### config.mk
export PLATFORM = sky130hd
export DESIGN_NAME = sprite_entry_expander_flat
export DESIGN_NICKNAME = d
export VERILOG_FILES = /design/src/sprex_pkg.sv /design/src/sprex_ifs.sv /design/src/sprite_entry_expander.sv /design/src/sprex_front.sv /design/src/sprex_queue.sv /design/src/sprex_back.sv /design/src/flat_wrapper.sv
export VERILOG_INCLUDE_DIRS = /design/src /design/src/src
export SDC_FILE = /design/constraint.sdc
export NUM_CORES = 1
export LEC_CHECK = 0
export BUFFER_PORTS_ARGS = -buffer_cell sky130_fd_sc_hd__buf_2
export CORE_ASPECT_RATIO = 2
export CORE_UTILIZATION = 56
export CTS_CLUSTER_SIZE = 16
export DETAILED_ROUTE_END_ITERATION = 8
export PLACE_DENSITY_LB_ADDON = 0.08
export SYNTH_ARGS = -nofsm -noshare
export SYNTH_HDL_FRONTEND = slang
export SYNTH_SLANG_ARGS = --single-unit
### constraint.sdc
create_clock -name clk -period 3.5 [get_ports clk]
set_input_delay 0.875 -clock clk [delete_from_list [all_inputs] [get_ports clk]]
set_output_delay 0.875 -clock clk [all_outputs]
set_load 0.01 [all_outputs]
### src/sprite_entry_expander_assert.svh
// ----------------------------------------------------------------------------
// sprite_entry_expander_assert.svh
// Assertion macros shared by the sprite entry expander queue and back end.
// ----------------------------------------------------------------------------
`ifndef SPRITE_ENTRY_EXPANDER_ASSERT_SVH
`define SPRITE_ENTRY_EXPANDER_ASSERT_SVH

// Checked only while out of reset.
`define SPREX_ASSERT(lbl, prop, msg) \
  lbl: assert property (@(posedge clk) disable iff (!rst_n) prop) else $error(msg);

// Checked on every edge, reset included.
`define SPREX_ASSERT_ALWAYS(lbl, prop, msg) \
  lbl: assert property (@(posedge clk) prop) else $error(msg);

`endif

### src/sprex_pkg.sv
// ----------------------------------------------------------------------------
// sprex_pkg
// Types and constants of the sprite entry expander.
// ----------------------------------------------------------------------------
package sprex_pkg;

  localparam int unsigned TILE_W  = 12;
  localparam int unsigned BASE_W  = 11;
  localparam int unsigned POS_W   = 9;
  localparam int unsigned BYTE_W  = 8;
  localparam int unsigned COLOR_W = 4;
  localparam int unsigned QUAD_W  = 2;

  // attribute byte bits
  localparam int unsigned ATTR_DISABLE = 0;
  localparam int unsigned ATTR_DOUBLE  = 4;
  localparam int unsigned ATTR_FLIPX   = 5;

  // entries above this line are not drawn
  localparam logic [BYTE_W-1:0] CLIP_Y = 8'd16;

  // spacing of the tiles in a 2x2 block
  localparam logic [POS_W-1:0] QUAD_STEP = 9'd16;

  // last quadrant of a 2x2 block (bottom right)
  localparam logic [QUAD_W-1:0] QUAD_LAST = 2'd3;

  // classified entry, front to back
  typedef struct packed {
    logic                visible;
    logic                dbl;
    logic                flip;
    logic                set;
    logic [BASE_W-1:0]   base;
    logic [COLOR_W-1:0]  color;
    logic [BYTE_W-1:0]   xpos;
    logic [BYTE_W-1:0]   ypos;
    logic                last;
  } desc_t;

  // one tile draw command
  typedef struct packed {
    logic                visible;
    logic                set;
    logic [TILE_W-1:0]   tile;
    logic [COLOR_W-1:0]  color;
    logic                flip;
    logic [POS_W-1:0]    xpos;
    logic [POS_W-1:0]    ypos;
    logic                run_last;
    logic                list_end;
  } cmd_t;

endpackage

### src/sprex_ifs.sv
// ----------------------------------------------------------------------------
// sprex_ifs
// Valid/ready channels: sprite list entries in, tile commands out.
// ----------------------------------------------------------------------------
interface sprex_in_if;
  logic       valid;
  logic       ready;
  logic       set_in;
  logic [7:0] code_in;
  logic [7:0] bank_color_in;
  logic [7:0] ypos_in;
  logic [7:0] xpos_in;
  logic [7:0] attr_in;
  logic       last_entry;

  modport source (
    output valid, set_in, code_in, bank_color_in, ypos_in, xpos_in, attr_in,
           last_entry,
    input  ready
  );
  modport sink (
    input  valid, set_in, code_in, bank_color_in, ypos_in, xpos_in, attr_in,
           last_entry,
    output ready
  );
endinterface

interface sprex_out_if;
  logic        valid;
  logic        ready;
  logic        visible;
  logic        set_out;
  logic [11:0] tile_number;
  logic [3:0]  color_out;
  logic        flip_out;
  logic [8:0]  xpos_out;
  logic [8:0]  ypos_out;
  logic        run_last;
  logic        list_end;

  modport source (
    output valid, visible, set_out, tile_number, color_out, flip_out, xpos_out,
           ypos_out, run_last, list_end,
    input  ready
  );
  modport sink (
    input  valid, visible, set_out, tile_number, color_out, flip_out, xpos_out,
           ypos_out, run_last, list_end,
    output ready
  );
endinterface

### src/sprite_entry_expander.sv
// ----------------------------------------------------------------------------
// sprite_entry_expander
// Expands sprite list entries into 16x16 tile draw commands.
// ----------------------------------------------------------------------------
//
//  channel   dir  handshake          carries
//  --------  ---  -----------------  ------------------------------------
//  in_chan   in   valid/ready        one five-byte entry, set, last flag
//  out_chan  out  valid/ready        one tile command per item
//
//  Commands: a plain, hidden or clipped entry gives one command, a double-size
//  entry four (one command per cycle from the back end's output register
//  while a descriptor waits and out_chan.ready is high). The first command
//  passes the front register, then a queue slot, then the output register.
//  Reset: synchronous, active low; clears handshake, queue and quadrant state only.
//  Stalls: out_chan.ready low holds the output register; the queue
//  (QUEUE_DEPTH entries) and the front register keep taking entries
//  until they fill.
//
// Entry layout handled in front:
//   attr bit 0 set, or y below 16   -> one blank command, visible = 0
//   attr bit 4 set                   -> 2x2 block, tiles base+0..3
//   attr bit 5 set                   -> flip; in a block left/right swap
//   base tile = code + (bank & 7) * 256, color = bank_color[7:4]
// ----------------------------------------------------------------------------
module sprite_entry_expander
  import sprex_pkg::*;
#(
  parameter int unsigned QUEUE_DEPTH = 2  // 2 .. 16
) (
  input  logic        clk,
  input  logic        rst_n,
  sprex_in_if.sink    in_chan,
  sprex_out_if.source out_chan
);

  // front -> queue
  logic  fr_vld;
  desc_t fr_desc;
  logic  fr_rdy;

  // queue -> back
  logic  hd_vld;
  desc_t hd_desc;
  logic  hd_pop;

  // classify and register the entry
  sprex_front u_front (
    .clk      (clk),
    .rst_n    (rst_n),
    .in_chan  (in_chan),
    .desc_vld (fr_vld),
    .desc     (fr_desc),
    .desc_rdy (fr_rdy)
  );

  // decouples entry intake from command output
  sprex_queue #(
    .DEPTH (QUEUE_DEPTH)
  ) u_queue (
    .clk       (clk),
    .rst_n     (rst_n),
    .push_vld  (fr_vld),
    .push_desc (fr_desc),
    .push_rdy  (fr_rdy),
    .pop_vld   (hd_vld),
    .pop_desc  (hd_desc),
    .pop_rdy   (hd_pop)
  );

  // head descriptor stays in the queue until its last command is loaded
  sprex_back u_back (
    .clk      (clk),
    .rst_n    (rst_n),
    .head_vld (hd_vld),
    .head     (hd_desc),
    .head_pop (hd_pop),
    .out_chan (out_chan)
  );

endmodule

### src/sprex_front.sv
// ----------------------------------------------------------------------------
// sprex_front
// Takes entries, decides clipping and size, and registers a descriptor.
// ----------------------------------------------------------------------------
module sprex_front
  import sprex_pkg::*;
(
  input  logic         clk,
  input  logic         rst_n,
  sprex_in_if.sink     in_chan,
  output logic         desc_vld,
  output desc_t        desc,
  input  logic         desc_rdy
);

  logic  vld_r, vld_nxt;
  desc_t desc_r, desc_nxt;
  logic  take;
  logic  hidden;

  assign in_chan.ready = !vld_r || desc_rdy;
  assign take          = in_chan.valid && in_chan.ready;

  // disabled by attribute, or above the visible area
  assign hidden = in_chan.attr_in[ATTR_DISABLE] || (in_chan.ypos_in < CLIP_Y);

  always_comb begin
    desc_nxt       = '0;
    desc_nxt.set   = in_chan.set_in;
    desc_nxt.last  = in_chan.last_entry;
    if (!hidden) begin
      desc_nxt.visible = 1'b1;
      desc_nxt.dbl     = in_chan.attr_in[ATTR_DOUBLE];
      desc_nxt.flip    = in_chan.attr_in[ATTR_FLIPX];
      desc_nxt.base    = {in_chan.bank_color_in[2:0], in_chan.code_in};
      desc_nxt.color   = in_chan.bank_color_in[7:4];
      desc_nxt.xpos    = in_chan.xpos_in;
      desc_nxt.ypos    = in_chan.ypos_in;
    end
  end

  always_comb begin
    vld_nxt = vld_r;
    if (take) begin
      vld_nxt = 1'b1;
    end else if (desc_rdy) begin
      vld_nxt = 1'b0;
    end
  end

  always_ff @(posedge clk) begin
    if (!rst_n) begin
      vld_r <= 1'b0;
    end else begin
      vld_r <= vld_nxt;
    end
  end

  always_ff @(posedge clk) begin
    if (take) begin
      desc_r <= desc_nxt;
    end
  end

  assign desc_vld = vld_r;
  assign desc     = desc_r;

endmodule

### src/sprex_queue.sv
// ----------------------------------------------------------------------------
// sprex_queue
// Small descriptor FIFO between the front and the back.
// ----------------------------------------------------------------------------
`include "sprite_entry_expander_assert.svh"

module sprex_queue
  import sprex_pkg::*;
#(
  parameter int unsigned DEPTH = 2
) (
  input  logic  clk,
  input  logic  rst_n,
  input  logic  push_vld,
  input  desc_t push_desc,
  output logic  push_rdy,
  output logic  pop_vld,
  output desc_t pop_desc,
  input  logic  pop_rdy
);

  localparam int unsigned PTR_W = $clog2(DEPTH);
  localparam int unsigned CNT_W = $clog2(DEPTH + 1);
  localparam logic [PTR_W-1:0] PTR_MAX   = PTR_W'(DEPTH - 1);
  localparam logic [CNT_W-1:0] CNT_DEPTH = CNT_W'(DEPTH);

  desc_t            mem_r [DEPTH];
  logic [PTR_W-1:0] wr_ptr_r, wr_ptr_nxt;
  logic [PTR_W-1:0] rd_ptr_r, rd_ptr_nxt;
  logic [CNT_W-1:0] cnt_r, cnt_nxt;
  logic             push, pop;

  assign push_rdy = (cnt_r != CNT_DEPTH);
  assign pop_vld  = (cnt_r != '0);
  assign push     = push_vld && push_rdy;
  assign pop      = pop_vld && pop_rdy;
  assign pop_desc = mem_r[rd_ptr_r];

  always_comb begin
    wr_ptr_nxt = wr_ptr_r;
    rd_ptr_nxt = rd_ptr_r;
    cnt_nxt    = cnt_r;
    if (push) begin
      wr_ptr_nxt = (wr_ptr_r == PTR_MAX) ? '0 : wr_ptr_r + 1'b1;
    end
    if (pop) begin
      rd_ptr_nxt = (rd_ptr_r == PTR_MAX) ? '0 : rd_ptr_r + 1'b1;
    end
    if (push && !pop) begin
      cnt_nxt = cnt_r + 1'b1;
    end else if (pop && !push) begin
      cnt_nxt = cnt_r - 1'b1;
    end
  end

  always_ff @(posedge clk) begin
    if (!rst_n) begin
      wr_ptr_r <= '0;
      rd_ptr_r <= '0;
      cnt_r    <= '0;
    end else begin
      wr_ptr_r <= wr_ptr_nxt;
      rd_ptr_r <= rd_ptr_nxt;
      cnt_r    <= cnt_nxt;
    end
  end

  always_ff @(posedge clk) begin
    if (push) begin
      mem_r[wr_ptr_r] <= push_desc;
    end
  end

  `SPREX_ASSERT(a_q_cnt_bound, (cnt_r <= CNT_DEPTH), "queue count above depth")
  `SPREX_ASSERT_ALWAYS(a_q_rst_empty, (!rst_n |=> (cnt_r == '0 && !pop_vld)), "queue not empty after reset")

endmodule

### src/sprex_back.sv
// ----------------------------------------------------------------------------
// sprex_back
// Walks descriptor quadrants; registers one command a cycle unless stalled.
// ----------------------------------------------------------------------------
`include "sprite_entry_expander_assert.svh"

module sprex_back
  import sprex_pkg::*;
(
  input  logic        clk,
  input  logic        rst_n,
  input  logic        head_vld,
  input  desc_t       head,
  output logic        head_pop,
  sprex_out_if.source out_chan
);

  logic              out_vld_r, out_vld_nxt;
  cmd_t              cmd_r, cmd_nxt;
  logic [QUAD_W-1:0] quad_r, quad_nxt;
  logic [QUAD_W-1:0] tile_off;
  logic              load;
  logic              is_last;

  assign load     = head_vld && (!out_vld_r || out_chan.ready);
  assign is_last  = !head.dbl || (quad_r == QUAD_LAST);
  assign head_pop = load && is_last;

  // flip swaps left and right tiles of the block; a single tile keeps its code
  assign tile_off = quad_r ^ {1'b0, head.flip && head.dbl};

  always_comb begin
    cmd_nxt          = '0;
    cmd_nxt.visible  = head.visible;
    cmd_nxt.set      = head.set;
    cmd_nxt.tile     = {1'b0, head.base} + {{(TILE_W-QUAD_W){1'b0}}, tile_off};
    cmd_nxt.color    = head.color;
    cmd_nxt.flip     = head.flip;
    cmd_nxt.xpos     = {1'b0, head.xpos} + (quad_r[0] ? QUAD_STEP : '0);
    cmd_nxt.ypos     = {1'b0, head.ypos} + (quad_r[1] ? QUAD_STEP : '0);
    cmd_nxt.run_last = is_last;
    cmd_nxt.list_end = is_last && head.last;
  end

  always_comb begin
    quad_nxt    = quad_r;
    out_vld_nxt = out_vld_r;
    if (load) begin
      quad_nxt    = is_last ? '0 : quad_r + 1'b1;
      out_vld_nxt = 1'b1;
    end else if (out_chan.ready) begin
      out_vld_nxt = 1'b0;
    end
  end

  always_ff @(posedge clk) begin
    if (!rst_n) begin
      out_vld_r <= 1'b0;
      quad_r    <= '0;
    end else begin
      out_vld_r <= out_vld_nxt;
      quad_r    <= quad_nxt;
    end
  end

  always_ff @(posedge clk) begin
    if (load) begin
      cmd_r <= cmd_nxt;
    end
  end

  assign out_chan.valid       = out_vld_r;
  assign out_chan.visible     = cmd_r.visible;
  assign out_chan.set_out     = cmd_r.set;
  assign out_chan.tile_number = cmd_r.tile;
  assign out_chan.color_out   = cmd_r.color;
  assign out_chan.flip_out    = cmd_r.flip;
  assign out_chan.xpos_out    = cmd_r.xpos;
  assign out_chan.ypos_out    = cmd_r.ypos;
  assign out_chan.run_last    = cmd_r.run_last;
  assign out_chan.list_end    = cmd_r.list_end;

  `SPREX_ASSERT(a_bk_mid_block, ((quad_r != '0) |-> (head_vld && head.dbl && head.visible)), "quadrant walk without a double-size entry")
  `SPREX_ASSERT(a_bk_hidden_one, ((out_vld_r && !cmd_r.visible) |-> (cmd_r.run_last && cmd_r.tile == '0)), "hidden entry gave more than a blank command")
  `SPREX_ASSERT(a_bk_end_last, ((out_vld_r && cmd_r.list_end) |-> cmd_r.run_last), "list end inside an entry")

endmodule
### src/flat_wrapper.sv
// flat-port wrapper written by rule: the top's interface ports become plain ports
module sprite_entry_expander_flat import sprex_pkg::*;
#(
  parameter int unsigned QUEUE_DEPTH = 2            
)
  (clk, rst_n, in_chan_valid, in_chan_set_in, in_chan_code_in, in_chan_bank_color_in, in_chan_ypos_in, in_chan_xpos_in, in_chan_attr_in, in_chan_last_entry, in_chan_ready, out_chan_valid, out_chan_visible, out_chan_set_out, out_chan_tile_number, out_chan_color_out, out_chan_flip_out, out_chan_xpos_out, out_chan_ypos_out, out_chan_run_last, out_chan_list_end, out_chan_ready);
  sprex_in_if in_chan_i ();
  sprex_out_if out_chan_i ();
  input  logic clk;
  input  logic rst_n;
  input wire logic [$bits(in_chan_i.valid)-1:0] in_chan_valid;
  input wire logic [$bits(in_chan_i.set_in)-1:0] in_chan_set_in;
  input wire logic [$bits(in_chan_i.code_in)-1:0] in_chan_code_in;
  input wire logic [$bits(in_chan_i.bank_color_in)-1:0] in_chan_bank_color_in;
  input wire logic [$bits(in_chan_i.ypos_in)-1:0] in_chan_ypos_in;
  input wire logic [$bits(in_chan_i.xpos_in)-1:0] in_chan_xpos_in;
  input wire logic [$bits(in_chan_i.attr_in)-1:0] in_chan_attr_in;
  input wire logic [$bits(in_chan_i.last_entry)-1:0] in_chan_last_entry;
  output wire logic [$bits(in_chan_i.ready)-1:0] in_chan_ready;
  output wire logic [$bits(out_chan_i.valid)-1:0] out_chan_valid;
  output wire logic [$bits(out_chan_i.visible)-1:0] out_chan_visible;
  output wire logic [$bits(out_chan_i.set_out)-1:0] out_chan_set_out;
  output wire logic [$bits(out_chan_i.tile_number)-1:0] out_chan_tile_number;
  output wire logic [$bits(out_chan_i.color_out)-1:0] out_chan_color_out;
  output wire logic [$bits(out_chan_i.flip_out)-1:0] out_chan_flip_out;
  output wire logic [$bits(out_chan_i.xpos_out)-1:0] out_chan_xpos_out;
  output wire logic [$bits(out_chan_i.ypos_out)-1:0] out_chan_ypos_out;
  output wire logic [$bits(out_chan_i.run_last)-1:0] out_chan_run_last;
  output wire logic [$bits(out_chan_i.list_end)-1:0] out_chan_list_end;
  input wire logic [$bits(out_chan_i.ready)-1:0] out_chan_ready;
  assign in_chan_i.valid = in_chan_valid;
  assign in_chan_i.set_in = in_chan_set_in;
  assign in_chan_i.code_in = in_chan_code_in;
  assign in_chan_i.bank_color_in = in_chan_bank_color_in;
  assign in_chan_i.ypos_in = in_chan_ypos_in;
  assign in_chan_i.xpos_in = in_chan_xpos_in;
  assign in_chan_i.attr_in = in_chan_attr_in;
  assign in_chan_i.last_entry = in_chan_last_entry;
  assign in_chan_ready = in_chan_i.ready;
  assign out_chan_valid = out_chan_i.valid;
  assign out_chan_visible = out_chan_i.visible;
  assign out_chan_set_out = out_chan_i.set_out;
  assign out_chan_tile_number = out_chan_i.tile_number;
  assign out_chan_color_out = out_chan_i.color_out;
  assign out_chan_flip_out = out_chan_i.flip_out;
  assign out_chan_xpos_out = out_chan_i.xpos_out;
  assign out_chan_ypos_out = out_chan_i.ypos_out;
  assign out_chan_run_last = out_chan_i.run_last;
  assign out_chan_list_end = out_chan_i.list_end;
  assign out_chan_i.ready = out_chan_ready;
  sprite_entry_expander #(.QUEUE_DEPTH(QUEUE_DEPTH)) u_core (.clk(clk), .rst_n(rst_n), .in_chan(in_chan_i), .out_chan(out_chan_i));
endmodule
Word-level counts from Yosys, hierarchy flattened
Memory sizes are Yosys's and may differ from the RTL's. A register that Yosys moved wholly into a read port is not among the register bits.
Index checks and enable logic that the tools add are counted.
Widths: inputs -> output; s select.
{"block": "totals", "ff_bits": 83, "mem_bits_rw": 72, "in_bits": 46, "output_inout_bits": 41, "wordCells": 75, "mem_count": 1}
{"name": "u_core.u_queue.mem_r", "words": 2, "width": 36, "rd": 1, "rd_clocked_by_memory_dff": 1, "wr": 1, "line_no": "sprex_queue.sv:27", "source": "desc_t mem_r [DEPTH];"}
{"block": "classes", "n_addsub": 8, "magnitude_cmp": 1, "eq_ne": 2, "muxes": 16, "bitwise": 1, "reduce_logical": 22}
{"operator": "$add 8x5->9", "n": 2}
{"operator": "$add 11x2->12", "n": 1}
{"operator": "$mux 1", "n": 10}
{"operator": "$mux 5", "n": 2}
{"operator": "$logic_and 1x1->1", "n": 9}
{"operator": "$lt 8x5->1 const B", "n": 1}
{"operator": "$reduce_bool 2->1", "n": 4}
{"operator": "$mux 2", "n": 3}
{"operator": "$logic_not 1->1", "n": 5}
{"operator": "$add 2x1->2 const B", "n": 2}
{"operator": "$logic_or 1x1->1", "n": 4}
{"operator": "$mux 3", "n": 1}
{"operator": "$add 1x1->1 const B", "n": 2}
{"operator": "$eq 2x2->1 const B", "n": 1}
{"operator": "$ne 2x2->1 const B", "n": 1}
{"operator": "$sub 2x1->2 const B", "n": 1}
{"operator": "$xor 2x1->2", "n": 1}

Longest topological paths before layout
{"block": "depth", "depth_word": 8, "mapped_depth": 9, "mapped_depth_nobuf": 8}

By module
From an unflattened synthesis, not the netlist that was laid out.
{"block": "unflattened", "cells_unflattened": 323, "area_unflattened_um2": 6000.8}
{"mod": "sprex_queue", "instances": 1, "cells_each": 136, "area_each_um2": 2832.7, "seq_area_each_um2": 2262.2}
{"mod": "sprex_back", "instances": 1, "cells_each": 104, "area_each_um2": 1702.9, "seq_area_each_um2": 1231.2}
{"mod": "sprex_front", "instances": 1, "cells_each": 83, "area_each_um2": 1465.2, "seq_area_each_um2": 1101.1}

Worst setup path after synthesis
OpenSTA, ideal clock, no wires.
{"block": "synth_timing", "kind": "register to register", "startpoint": "register u_core.u_queue.cnt_r[0]", "endpoint": "memory u_core.u_queue.mem_r[0][0] (netlist name), enable pin", "setup_ps": 429, "t_arrival_ps": 2184, "t_required_ps": 3071, "slack_ps": 887, "path_stages_with_launch": 5, "path_buffers": 1, "synth_period_minus_slack_ps": 2613, "cell_sequence": "dfxtp_1 > buf_2 > nand2b_1 > nand2_1 > nor2_1"}
{"block": "synth_between", "elab_chain_cells": 4}
{"element": "start, declared", "line_no": "sprex_queue.sv:30", "source": "logic [CNT_W-1:0] cnt_r, cnt_nxt;"}
{"element": "start signal, assigned", "line_no": "sprex_queue.sv:64", "source": "cnt_r <= cnt_nxt;"}
{"element": "$ne 2x2->1", "line_no": "sprex_queue.sv:33", "source": "assign push_rdy = (cnt_r != CNT_DEPTH);"}
{"element": "$logic_and 1x1->1", "line_no": "sprex_queue.sv:35", "source": "assign push = push_vld && push_rdy;"}
{"element": "$mux 1", "line_no": "sprex_queue.sv:69", "source": "if (push) begin"}
{"element": "$mux 1 (not written as such)", "line_no": "sprex_queue.sv:70", "source": "mem_r[wr_ptr_r] <= push_desc;"}
{"element": "end, declared", "line_no": "sprex_queue.sv:27"}
Every way passes these cells.

==> metrics.json <==
{
  "synth-edff-count": 147,
  "number_of_buffers_added_to_fix_hold_violations_after_cts": 0,
  "combPwrFrac_pct": 18.1,
  "drt_drc_violations_left": 0,
  "worst_ir_drop_vdd_mv": 0.5530,
  "max_freq_ghz": 0.3853,
  "postLayoutCoreUtil_pct": 69.29,
  "postPlaceCellArea_um2": 6477,
  "seq_area_um2": 4596,
  "async_reset_ff_share_pct": 0,
  "insertedDiodeCount": 0,
  "finalSetupViolations": 0,
  "die_width_um": 74.79,
  "grt_max_degree": 37,
  "post_route_cells_drive_above_1_share_pct": 27.85,
  "grt-ovfl-total": 0,
  "met2_length_um": 4921,
  "number_of_instances_resized_during_post_cts_repair": 0,
  "power.net_switching_w": 0.001422,
  "die_h_um": 147.6,
  "cell_by_cell_listing_of_the_critical_path": "mux2i_1 > nor2b_1 > xor2_1 > ha_1 > fa_1 > nand3b_1 > xor2_1",
  "synth_area_leaders": "sky130_fd_sc_hd__edfxtp_1, sky130_fd_sc_hd__mux2_1, sky130_fd_sc_hd__and2_1",
  "postLayoutCellArea_um2": 7078,
  "timing.setup.tns_ns": 0,
  "first_global_vias": 3028,
  "cpLargestDelayFamily": "adder cells",
  "number_of_setup_buffers_added_after_cts": 0,
  "post-route-min-period_ns": 2.595,
  "signed_area_change_from_the_synthesized_netlist_to_the_final_layout_pct": 19.30,
  "cts-htree-levels": 4,
  "initial_antenna_violation_count": 0,
  "wl_met1_um": 3456,
  "seq_power_share_pct": 48.6,
  "outcome": "finished clean",
  "dominantRegCellSynth": "sky130_fd_sc_hd__edfxtp_1",
  "dr.max_layer_used": "met4",
  "post_synth_most_frequent_cells": "sky130_fd_sc_hd__edfxtp_1, sky130_fd_sc_hd__and2_1, sky130_fd_sc_hd__mux2_1",
  "dp.final_hpwl_um": 5571,
  "placement_rows": 52,
  "layout.cells.non_filler": 573,
  "critical_path.endpoint_type": "flop",
  "tritoncts": "built",
  "grt_first_pass_wirelength_um": 14130,
  "critPathMaxStageDelay_ns": 0.64,
  "synth.distinct_cells": 42,
  "timing.clock.skew_ns": 0.01363,
  "master_of_the_slowest_instance_on_the_critical_path": "sky130_fd_sc_hd__dfxtp_2",
  "static-leakage-power_nw": 2.571,
  "wl_um": 8735,
  "n_fill_cell": 705,
  "timing_hold_violations_final": 0,
  "numClockSinks": 156,
  "cts_inserted_buffers": 17,
  "fp.dieArea_um2": 11040,
  "switching_share_pct": 26.11,
  "drt.antenna.violating_nets": 0,
  "rsz_0062_raised_after_global_routing": "no",
  "synth.avg_cell_area_um2": 17.87,
  "dp_slack_ns": 0.8832,
  "initial_core_util_pct": 58.08,
  "clkLatencyLatePin_ns": 0.41,
  "max-cap-violations": 0,
  "synth_fp_nets": 387,
  "library_cell_with_the_highest_instance_count_after_synthesis": "sky130_fd_sc_hd__edfxtp_1",
  "io_pins": 87,
  "worst_pin_slew_ns": 1.034,
  "multi_input_area_um2": 1275,
  "setup_ws_ns": 0.9045,
  "core_region_area_um2": 10210,
  "setup.worst_path.class": "reg2reg",
  "final_min_period_over_clock_period_pct": 74.16,
  "synth.ff_latch_count": 156,
  "ys.warnings.count": 0,
  "critPathLaunchType": "flop",
  "critical_path.most_common_cell": "sky130_fd_sc_hd__xor2_1",
  "clock_power_share_pct": 33.4,
  "cts_root_buf": "sky130_fd_sc_hd__clkbuf_16",
  "synthesis.instances": 332,
  "gp_congestion": 0.7721,
  "timing.critical_path.arrival_ns": 2.75,
  "worstPathRequired_ns": 3.65,
  "wl_per_cell_um": 15.24,
  "detail_route.iter0.violations": 111,
  "ys_seq_area_share_pct": 77.44,
  "met3_wirelength_um": 244,
  "drtPass1Iterations": 4,
  "syn-cell-area_um2": 5933,
  "cts_max_path_buffers": 2,
  "placedCellCount": 541,
  "path_max_fanout": 20,
  "buffer_ports.inserted": 80,
  "maxSlewViolCount": 0,
  "cell_type_contributing_the_most_total_cell_area_after_synthesis": "sky130_fd_sc_hd__edfxtp_1",
  "fin_nets": 480,
  "dr_total_vias": 2922,
  "tightest_hold_check_type": "reg2reg",
  "grt_usage_pct": 17.86,
  "max_slew_margin_pct": 30.93,
  "post_drt_via_cell_ratio": 5.099,
  "worst-path-buf-inv": 0,
  "internal_power_w": 0.004024,
  "netlist.area_leader.share_pct": 74.40,
  "p_per_area_nw_per_um2": 769.5,
  "cts.clk_slew.worst_paths_ns": 0.06
}
## cells by family after synthesis
group,count (synthesis),synth area share (%)
simple gates,83,8.140
buf+inv,13,1.286
flops,156,77.44
mux,32,5.863
compound gates,22,2.741
fa+ha+maj,9,2.025
xor+xnor,17,2.509
## worst paths after layout
kind                      startpoint                                     end  slack [ns]  cells after the start
min          u_core.u_front.desc[34]             u_core.u_queue.mem_r[0][34]        0.44                      0
max                             flop  u_core.u_back.out_chan.tile_number[10]        0.90                      7
max reg2reg                     flop  u_core.u_back.out_chan.tile_number[10]        0.90                      7
min reg2reg  u_core.u_front.desc[34]             u_core.u_queue.mem_r[0][34]        0.44                      0
## per-stage QoR
stage               total power, W  hold WS (ns)
CTS                       0.005511        0.4404
global route              0.005719        0.4501
finish                    0.005447        0.4364
global placement          0.003649        0.4220
floorplan                 0.003340        0.4215
detailed placement        0.003682        0.4290
## power groups by stage
stage / combinational [W] / sequential [W] / clock, W
2_1_floorplan: 0.000606 / 0.00273 / 0
3_3_place_gp: 0.000974 / 0.00268 / 0
3_5_place_dp: 0.000995 / 0.00269 / 0
4_1_cts: 0.00100 / 0.00265 / 0.00186
5_1_grt: 0.00110 / 0.00269 / 0.00193
6_report: 0.000986 / 0.00264 / 0.00182
## cell usage in the layout (no fill, tap or decap), types with 6 or more instances in the layout
| cell type | instances |
|---|---|
| sky130_fd_sc_hd__xnor2_1 | 6 |
| sky130_fd_sc_hd__xor2_1 | 11 |
| sky130_fd_sc_hd__nand2_1 | 11 |
| sky130_fd_sc_hd__nand3_1 | 8 |
| sky130_fd_sc_hd__dfxtp_1 | 8 |
| sky130_fd_sc_hd__mux2i_1 | 10 |
| sky130_fd_sc_hd__nor2b_1 | 10 |
| sky130_fd_sc_hd__edfxtp_1 | 147 |
| sky130_fd_sc_hd__mux2_1 | 21 |
| sky130_fd_sc_hd__ha_1 | 8 |
| sky130_fd_sc_hd__buf_2 | 80 |
| sky130_fd_sc_hd__clkbuf_16 | 17 |
| sky130_fd_sc_hd__and2_1 | 34 |
## flip-flops by register name, indices dropped and copies added, names as in the netlist, named ones only
signal / cells
u_core.u_queue.mem_r: 72
u_core.u_queue.wr_ptr_r: 1
u_core.u_queue.cnt_r: 2
u_core.u_front.desc_vld: 1
u_core.u_back.out_chan.visible: 1
u_core.u_back.quad_r: 2
u_core.u_back.out_chan.valid: 1
u_core.u_back.out_chan.set_out: 1
u_core.u_queue.rd_ptr_r: 1
u_core.u_back.out_chan.list_end: 1
u_core.u_back.out_chan.flip_out: 1
u_core.u_back.out_chan.run_last: 1
u_core.u_back.out_chan.color_out: 4
u_core.u_back.out_chan.xpos_out: 9
u_core.u_back.out_chan.ypos_out: 9
u_core.u_front.desc: 36
u_core.u_back.out_chan.tile_number: 12
## area by class of cell
type	instances	share of cell area, %
repair buffers	83	5.975
clock buffers	18	6.063
inverters	4	0.2121
clock inverters	14	2.422
well taps	135	2.386
flip-flops and latches	156	64.93
multi-input cells	163	18.01
## routing by layer
| layer | track usage (%) | vias up |
|---|---|---|
| met5 | 0 | - |
| met2 | 31.31 | 68 |
| met3 | 5.999 | 10 |
| met4 | 6.887 | 0 |
| li1 | - | 1442 |
| met1 | 19.18 | 1402 |
## worst reg2reg max path: stages (launching register included)
cell and delay, ns:
sky130_fd_sc_hd__dfxtp_2 0.64, sky130_fd_sc_hd__mux2i_1 0.46, sky130_fd_sc_hd__nor2b_1 0.11, sky130_fd_sc_hd__xor2_1 0.16, sky130_fd_sc_hd__ha_1 0.25, sky130_fd_sc_hd__fa_1 0.50, sky130_fd_sc_hd__nand3b_1 0.15, sky130_fd_sc_hd__xor2_1 0.07
Power figures use the tool's default switching activity.
